**config.mk**
```make
export PLATFORM = sky130hd
export DESIGN_NAME = srt_cell
export DESIGN_NICKNAME = d
export VERILOG_FILES = /design/src/sv/srt_pkg.sv /design/src/sv/srt_cell.sv
export SDC_FILE = /design/constraint.sdc
export NUM_CORES = 1
export LEC_CHECK = 0
export BUFFER_PORTS_ARGS = -buffer_cell sky130_fd_sc_hd__buf_2
export CORE_AREA = 2 2 206 208
export DETAILED_ROUTE_END_ITERATION = 8
export DIE_AREA = 0 0 208 210
export HOLD_SLACK_MARGIN = 0.15
export SLEW_MARGIN = 10
export SYNTH_ARGS = -nofsm -noshare
export SYNTH_HDL_FRONTEND = slang
export SYNTH_SLANG_ARGS = --single-unit
```
**constraint.sdc**
```tcl
create_clock -name aclk -period 16.07 [get_ports aclk]
set_input_delay 1.607 -clock aclk [delete_from_list [all_inputs] [get_ports aclk]]
set_output_delay 1.607 -clock aclk [all_outputs]
set_load 0.02 [all_outputs]
```
**src/sv/srt_pkg.sv**
```systemverilog
`timescale 1ns / 1ps

package srt_pkg;

    localparam int NAME_BYTES = 9;
    localparam int S_TDATA_W  = 112;
    localparam int M_TDATA_W  = 112;

    typedef enum logic [1:0] {
        OP_INSERT = 2'd0,
        OP_REMOVE = 2'd1,
        OP_LIST   = 2'd2
    } op_t;

    typedef enum logic [2:0] {
        ST_INSERTED  = 3'd0,
        ST_REMOVED   = 3'd1,
        ST_NOT_FOUND = 3'd2,
        ST_EMPTY     = 3'd3,
        ST_FULL      = 3'd4,
        ST_LISTED    = 3'd5
    } status_t;

    typedef enum logic [1:0] {
        CMD_HOLD   = 2'd0,
        CMD_INSERT = 2'd1,
        CMD_REMOVE = 2'd2,
        CMD_ROTATE = 2'd3
    } cell_cmd_t;

    typedef enum logic [1:0] {
        S_IDLE = 2'd0,
        S_EXEC = 2'd1,
        S_LIST = 2'd2
    } state_t;

    typedef struct packed {
        logic [63:0]        name_head;
        logic [7:0]         name_tail;
        logic signed [31:0] id;
    } rec_t;

    // broadcast to every cell each cycle
    typedef struct packed {
        cell_cmd_t cmd;
        rec_t      rec_new;
    } cell_ctl_t;

    // zero every byte from the first zero byte on, and past NAME_BYTES
    function automatic logic [71:0] clean_name(input logic [63:0] head, input logic [7:0] tail);
        logic [71:0] raw;
        logic [71:0] res;
        logic        alive;
        raw   = {head, tail};
        res   = '0;
        alive = 1'b1;
        for (int k = 0; k < 9; k++) begin
            alive = alive && (raw[71-8*k -: 8] != 8'd0) && (k < NAME_BYTES);
            if (alive) begin
                res[71-8*k -: 8] = raw[71-8*k -: 8];
            end
        end
        return res;
    endfunction

endpackage

```
**src/sv/srt_cell.sv**
```systemverilog
`timescale 1ns / 1ps

module srt_cell #(
    parameter bit IS_HEAD = 1'b0
) (
    input  logic              aclk,
    input  srt_pkg::cell_ctl_t ctl,
    input  logic              valid_in,
    input  logic              prev_valid,
    input  logic              prev_flag,
    input  srt_pkg::rec_t     prev_rec,
    input  logic              next_valid,
    input  srt_pkg::rec_t     next_rec,
    input  srt_pkg::rec_t     head_rec,
    input  logic              gone_in,
    output logic              flag_o,
    output logic              gone_o,
    output logic              hit_o,
    output srt_pkg::rec_t     rec_o
);
    import srt_pkg::*;

    rec_t rec_reg;
    rec_t rec_next;
    logic [71:0] own_name;
    logic [71:0] new_name;
    logic        less;
    logic        equal;
    logic        match;

    assign own_name = {rec_reg.name_head, rec_reg.name_tail};
    assign new_name = {ctl.rec_new.name_head, ctl.rec_new.name_tail};
    assign less     = new_name < own_name;
    assign equal    = new_name == own_name;

    // head goes strictly before; others before an equal name too
    assign flag_o = valid_in && (less || (!IS_HEAD && equal));
    assign match  = valid_in && (rec_reg.id == ctl.rec_new.id);
    assign gone_o = gone_in || match;
    assign hit_o  = match && !gone_in;
    assign rec_o  = rec_reg;

    always_comb begin
        rec_next = rec_reg;
        case (ctl.cmd)
            CMD_INSERT: begin
                if (prev_flag) begin
                    rec_next = prev_rec;
                end else if (flag_o || (!valid_in && prev_valid)) begin
                    rec_next = ctl.rec_new;
                end
            end
            CMD_REMOVE: begin
                if (gone_o) begin
                    rec_next = next_rec;
                end
            end
            CMD_ROTATE: begin
                if (valid_in) begin
                    rec_next = next_valid ? next_rec : head_rec;
                end
            end
            default: rec_next = rec_reg;
        endcase
    end

    always_ff @(posedge aclk) begin
        rec_reg <= rec_next;
    end

endmodule

```
; Yosys cells after proc, flatten, opt, wreduce, memory -nomap -nowiden
; Index checks and enable logic that the tools add are counted.
[word_totals]
register_bits = 104
inputBits = 424
out_inout_bits = 107
[op_classes]
magnitude_cmp = 1
eq_ne = 8
mux = 6
reduce_logical = 11
[op_table]
columns = cell, count
row1 = 104-bit 2-to-1 mux, 5
row2 = 104-bit case mux with 3 select lines, 1
row3 = 72-bit equality test, 1
row4 = 72-bit less-than comparator, 1
row5 = 32-bit equality test, 1
row6 = "2-bit equality test, second input constant", 2
row7 = 1-bit logical AND, 4
row8 = "2-bit inequality test, second input constant", 2
row9 = 4-bit AND reduction, 1
row10 = 1-bit logical OR, 3
row11 = "3-bit inequality test, second input constant", 1
row12 = 3-bit nonzero test, 1
row13 = "2-bit by 1-bit equality test with 1-bit output, second input constant", 1
row14 = 1-bit zero test, 2

; Logic depth before layout (Yosys ltp)
; Gate-level depths: netlist of run 1.
[logic_depth]
ltp_word = 7
ltp_mapped = 10
mapped_depth_nobuf = 10

; Worst setup path before layout of run 1
; Ideal clock, no wire load.
[synth_path]
path_type = input-to-reg
start = input ctl[69] (netlist bit)
end = register rec_reg, in the netlist rec_o[0] (enable)
arrival_ns = 5.885
t_required_ns = 15.587
setup_slack_ns = 9.702
cell_stages = 8
path_buffers = 0
cell_sequence = ha_1 nand4_1 or3_1 or4_4 nor4_2 mux2i_1 nand2_1 o41a_1
[synth_between]
elab_chain_len = 6
elab_cells_between_ends = 7
cone_classes = 1 x order compare / 2 x eq/ne / 4 x reduce/logical
[synth_lines]
columns = item, line
row1 = start: declaration, srt_cell.sv:7  ; input srt_pkg::cell_ctl_t ctl,
row2 = 72-bit less-than comparator or 72-bit equality test (tied branches), "srt_cell.sv:33, srt_cell.sv:34"
row3 = 1-bit logical OR (*), srt_cell.sv:37  ; assign flag_o = valid_in && (less || (!IS_HEAD && equal));
row4 = 1-bit logical AND (*), srt_cell.sv:37
row5 = 1-bit logical OR (*), srt_cell.sv:49  ; end else if (flag_o || (!valid_in && prev_valid)) begin
row6 = 3-bit inequality test (no source line) (*), --
row7 = 4-bit AND reduction (no source line) (*), --
row8 = end signal: assignment, srt_cell.sv:68  ; rec_reg <= rec_next;
row9 = end: declaration, srt_cell.sv:23  ; rec_t rec_reg;
; Every way passes the cells marked *; elsewhere a longest branch is shown, timed or not.
; A chain may end at the register's enable or synchronous reset.

; Worst setup path after layout of run 1
[layout_path]
start = input ctl[69] (netlist bit)
end = output flag_o
[layout_between]
elab_chain_len = 3
elab_cells_between_ends = 4
cone_classes = 1 x order compare / 1 x eq/ne / 2 x reduce/logical
[layout_lines]
columns = item, line
row1 = 72-bit less-than comparator or 72-bit equality test (tied branches), "srt_cell.sv:33, srt_cell.sv:34"
row2 = 1-bit logical OR (*), srt_cell.sv:37
row3 = 1-bit logical AND (*), srt_cell.sv:37
row4 = end: declaration, srt_cell.sv:16  ; output logic flag_o,
; Marked as above.

==> results of run 1 <==
kinds of logic after synthesis:
kind of cell               after synthesis  synth area share (%)
buffers and inverters                  132                  5.86
xor gates and xnor gates                32                  3.26
AOI/OAI and AO/OA                      267                  19.6
muxes                                  105                  12.2
and+or+nand+nor                        177                  12.2
adders and majority gates               72                  10.5
DFF                                    104                  36.4
area by class of cell:
type / instances / area (um^2) / area share, %
Sequential cell: 104 / 3120 / 26.0
Clock buffer: 11 / 233 / 1.93
Tap cell: 539 / 674 / 5.60
Antenna cell: 2 / 5.00 / 0.0416
Clock inverter: 5 / 33.8 / 0.281
Multi-Input combinational cell: 653 / 4970 / 41.3
Timing Repair Buffer: 537 / 2720 / 22.6
Inverter: 74 / 278 / 2.31
stage by stage:
stage	std cells	worst slack (ps)	cell area, um^2	hold slack, ps	power, mW
after global placement	1907	10360	11800	1590	0.654
after detailed placement	1907	10310	11800	1580	0.660
after CTS	1923	10500	12000	1540	0.879
after global routing	1924	10390	12000	1560	0.913
after floorplan	889	9700	8590	1860	0.524
final	1925	10570	12000	1560	0.865
placed cells by master, fill, tap and decap left out, types with 8 or more instances in the layout:
master / synthesis / routed
sky130_fd_sc_hd__nand2_1: 16 / 16
sky130_fd_sc_hd__a211oi_1: 107 / 107
sky130_fd_sc_hd__ha_1: 72 / 72
sky130_fd_sc_hd__nor2b_1: 105 / 105
sky130_fd_sc_hd__edfxtp_1: 104 / 104
sky130_fd_sc_hd__xnor2_1: 27 / 27
sky130_fd_sc_hd__o21ai_0: 8 / 8
sky130_fd_sc_hd__nor2_1: 12 / 12
sky130_fd_sc_hd__inv_1: 74 / 74
sky130_fd_sc_hd__mux2i_1: 105 / 105
sky130_fd_sc_hd__nand4_1: 20 / 20
sky130_fd_sc_hd__clkbuf_16: 0 / 9
sky130_fd_sc_hd__buf_2: 6 / 528
sky130_fd_sc_hd__a21oi_1: 131 / 131
critical path, delay by kind of cell:
family                   cells  cell delay [ps]
buffers and inverters        2              330
adder cells (fa/ha/maj)      1              300
AND/OR/NAND/NOR              4             1340
multiplexers                 1              130
AO/OA/AOI/OAI                1              180
routing by layer:
layer | GRT usage, % | wire length, um | vias to the layer above
met5 | 0 | 0 | -
met4 | 8.17 | 1520 | 0
met3 | 3.13 | 2320 | 59
met2 | 25.5 | 16200 | 394
met1 | 17.8 | 13900 | 3904
li1 | - | - | 4297
cells in the mapped netlist (all sizes together):
master	instances
a21oi	131
a211oi	108
mux2i	105
nor2b	105
edfxtp	104
inv	74
ha	72
clkbuf	46
xnor2	27
nand4	21
nand2	18
buf	12
nor2	12
o21ai	9
a21o	7
nand3	7
xor2	5
nor3	4
nor4	4
o211ai	4
nand2b	3
a221oi	2
or4	2
a21boi	1
a311oi	1
a31oi	1
o21bai	1
o311a	1
o41a	1
or3	1
worst paths after layout:
kind                                             to  slack, ps  cells after the start
worst max register to register  rec_o[27]$_DFFE_PP_      11690                     11
worst min register to register  rec_o[13]$_DFFE_PP_       1560                      9
worst max-delay path                         flag_o      10570                      9
worst min-delay path            rec_o[13]$_DFFE_PP_       1560                      9
report_power, final:
part / total, mW / switching, mW / internal [mW]
logic: 0.297 / 0.174 / 0.123
clock network: 0.214 / 0.109 / 0.105
registers: 0.353 / 0.0172 / 0.336
total: 0.865 / 0.300 / 0.564
==> metrics.txt, run 1 <==
Net count, final 1875; wire length of the first global-routing pass 49500 um; post-cts sizing count 0; clock tree from TritonCTS built; worst-case clock buffer depth 2; gate count after technology mapping 889; Critical Path Source Type input port; Max IR drop VDD 0.0000416 V; Total Neg Setup Slack 0 ps; number of optimization iterations in the first detailed-route pass 4; final core utilization 29.0%; number of buffers added on ports 530; share of the synthesized area in the top cell type 36.4%; GR Overflow Total 0; number of sinks on the clock net 104; power density over the cells 71.9 nW/um^2; final-report max-slew violation count 0; horizontal die dimension 208 um; area of the die 43700 um^2; critical path start-end classification input port to primary output; chip height 210 um; total routing resource utilization after global routing 15.0%; Post-CTS Repair Setup Buffers 0; Hold-fix buffers, CTS 0; Clock Root Buffer sky130_fd_sc_hd__clkbuf_16; initial cell density of the core 20.7%; H-tree Lvls 3; signal arrival time at the worst endpoint 3890 ps; fill cell total of the finished layout 4441; slowest cell delay on critical path 570 ps; beginning of the worst register-to-register path rec_o[69]$_DFFE_PP_; fmax 182 MHz; mean instance size in the synthesized netlist 9.66 um^2; Placement Rows 75; Yosys cell types 39; Largest register FFs 104; Leakage 5.89 nW; worst hold path startpoint rec_o[14]$_DFFE_PP_; most numerous cell on the critical path sky130_fd_sc_hd__buf_2; outcome completed; count of final hold-check violations 0; max-cap violations 0; worst setup path startpoint ctl[69]; largest net degree at the start of global routing 84; layout cell share with drive strength beyond 1 40.4%; vias in the first global route 8664; Worst-Margin Slew 998 ps; routed wire length per instance 17.6 um; Crit Path Max Fanout 2; minimum clock period after layout 5500 ps; later-pin clock latency in the skew report 380 ps; number of synthesized register bits 104; number of antenna violations at the first check in global routing 4; Worst Setup End Kind primary output; ordered cell list for the critical path buf_2 > ha_1 > nand4_1 > or3_1 > or4_4 > nor4_2 > mux2i_1 > a21oi_1 > buf_2; top-level I/O count 531; CTS buffer count 9; fraction of the yosys area taken by sequential cells 36.4%; Hold Path Class register to register; Slowest-stage cell, CP sky130_fd_sc_hd__or4_4; via-per-instance ratio 4.50; layout overhead on the synthesized area 40.1%; total number of vias 8654; cell area after technology mapping 8590 um^2; RD Place Congestion 0.964; drc violations 0; period utilization 34.2%; Detail Route Antenna Nets 0; largest area contributor in the netlist sky130_fd_sc_hd__edfxtp_1; headroom to the max-slew limit 33.5%; setup repair after global routing missed its margin false; total half-perimeter wirelength after legalization and detailed placement 28500 um; Finish-stage setup viols 0; Data required, critical path 14460 ps; cells taking the most area after synthesis sky130_fd_sc_hd__edfxtp_1 36%, sky130_fd_sc_hd__mux2i_1 12%, sky130_fd_sc_hd__ha_1 10%, sky130_fd_sc_hd__a211oi_1 9.4%, sky130_fd_sc_hd__nor2b_1 7.7%; Syn. warnings 0; count of routing violations after the opening detailed-route iteration 374; final setup skew 13.6 ps; final routed wirelength across all metal layers 33900 um; placeable core area 41500 um^2; Net Count, Synth 1385; clock slew at reported path FFs 70 ps
No activity file was read; power rests on OpenSTA's default activity.
==> run 2, diff against run 1 <==
==> constraint.sdc (replaced) <==
create_clock -name aclk -period 4.6 [get_ports aclk]
set_input_delay 0.46 -clock aclk [delete_from_list [all_inputs] [get_ports aclk]]
set_output_delay 0.46 -clock aclk [all_outputs]
set_load 0.02 [all_outputs]
==> run 2 against run 1 <==
Via count is 0.47% higher. Clock power rose to 3.6 times the previous value. Final area up 0.57%. Critical path depth unchanged. Largest cell class unchanged. Clock-buffer cell count down 1. Critical endpoint unchanged. Die area unchanged.
==> metrics.txt, run 2 (synthesized netlist as in run 1, its figures left out) <==
minimum clock period after layout 3600 ps; later-pin clock latency in the skew report 380 ps; headroom to the max-slew limit 37.5%; top-level I/O count 531; Worst-Margin Slew 937 ps; RD Place Congestion 0.881; post-cts sizing count 0; largest net degree at the start of global routing 91; H-tree Lvls 3; Leakage 5.93 nW; clock slew at reported path FFs 80 ps; total routing resource utilization after global routing 15.3%; critical path start-end classification register to primary output; final routed wirelength across all metal layers 34800 um; worst hold path startpoint prev_rec[22]; number of sinks on the clock net 104; signal arrival time at the worst endpoint 3140 ps; Worst Setup End Kind primary output; CP Capture Point flag_o; reg2reg setup slack 1050 ps; Clock Root Buffer sky130_fd_sc_hd__clkbuf_16; Cell Count, Final, Fillers Out 1927; final-report max-slew violation count 0; clock tree from TritonCTS built; number of buffers added on ports 530; placement-stage cell area 11800 um^2; most frequent standard cell in the layout excluding fill and tap cells sky130_fd_sc_hd__buf_2; power density over the cells 252 nW/um^2; Largest register FFs 104; Placed Cells incl. Taps 1909; layout cell share with drive strength beyond 1 40.5%; via-per-instance ratio 4.51; period utilization 78.2%; Hold-fix buffers, CTS 0; leading cell types in the layout, fill and taps excluded 528 x sky130_fd_sc_hd__buf_2, 131 x sky130_fd_sc_hd__a21oi_1, 107 x sky130_fd_sc_hd__a211oi_1; Hold Path Class input port to register; worst r2r dst rec_o[75]$_DFFE_PP_; area of the die 43700 um^2; Max IR drop VDD 0.000140 V; horizontal die dimension 208 um; Min Hold Slack 439 ps; beginning of the worst register-to-register path rec_o[68]$_DFFE_PP_; Data required, critical path 4140 ps; Placement Rows 75; Finish-stage setup viols 0; outcome completed; worst setup path startpoint rec_o[68]$_DFFE_PP_; total number of vias 8695; Post-CTS Repair Setup Buffers 0; Critical Path Source Type register; initial cell density of the core 20.7%; number of antenna violations at the first check in global routing 3; worst-case clock buffer depth 2; Detail Route Antenna Nets 0; number of optimization iterations in the first detailed-route pass 4; Total Neg Setup Slack 0 ps; ordered cell list for the critical path inv_1 > ha_1 > nand4_1 > or3_1 > or4_4 > nor4_2 > mux2i_1 > a21oi_1 > buf_2; routed wire length per instance 18.1 um; R2R depth 10; Net count, final 1877; slowest cell delay on critical path 590 ps; GR Overflow Total 0; final setup skew 16.5 ps; Slowest-stage cell, CP sky130_fd_sc_hd__or4_4; layout overhead on the synthesized area 41.0%; fmax 278 MHz; drc violations 0; count of final hold-check violations 0; placeable core area 41500 um^2; vias in the first global route 8692; count of routing violations after the opening detailed-route iteration 442; setup repair after global routing missed its margin false; cell area after layout 12100 um^2; Crit Path Max Fanout 2; chip height 210 um; wire length of the first global-routing pass 50200 um; CTS buffer count 9; total half-perimeter wirelength after legalization and detailed placement 29200 um; max-cap violations 0
-- run 2: per-layer routing --
metal  vias to the layer above  wire length, um  GRT usage [%]
met4                         0             1160           6.87
met3                        44             1980           2.62
met2                       388            17100           26.9
met5                         -                0              0
li1                       4297                -              -
met1                      3966            14600           18.2
-- run 2: cell type report --
| class | count | area, um^2 |
|---|---|---|
| Clock inverter | 6 | 45.0 |
| Timing Repair Buffer | 539 | 2770 |
| Tap cell | 539 | 674 |
| Multi-Input combinational cell | 653 | 4980 |
| Sequential cell | 104 | 3120 |
| Inverter | 74 | 278 |
| Antenna cell | 2 | 5.00 |
| Clock buffer | 10 | 229 |
| Fill cell | 4437 | 29400 |
-- run 2: worst min-delay path by stage --
stage          cells past startpoint  slack, ps                  end
6_report                           3        440  rec_o[22]$_DFFE_PP_
5_1_grt                            3        430  rec_o[15]$_DFFE_PP_
4_1_cts                            3        400  rec_o[22]$_DFFE_PP_
3_5_place_dp                       3        820  rec_o[22]$_DFFE_PP_
3_3_place_gp                       3        810  rec_o[36]$_DFFE_PP_
2_1_floorplan                      2        710  rec_o[91]$_DFFE_PP_
-- run 2: worst max-delay path, delay by kind of cell (launching register included) --
family	cells	cell delay, ps
fa+ha+maj	1	310
buf+inv	2	270
mux	1	120
flops	1	350
compound gates	1	290
simple gates	4	1430
-- run 2: metrics by stage --
stage	power, mW	setup WS (ps)	utilization, %
global placement	2.30	823	28.5
CTS	3.11	894	29.2
detailed placement	2.32	816	28.5
global route	3.23	787	29.2
finish	3.05	1000	29.2
floorplan	1.83	683	-
-- run 2: report_power, final --
part           total (mW)  switching (mW)  leakage [nW]  internal, mW
combinational        1.06           0.618          4.80         0.438
sequential           1.23          0.0594          1.00          1.17
clock               0.760           0.390         0.127         0.370
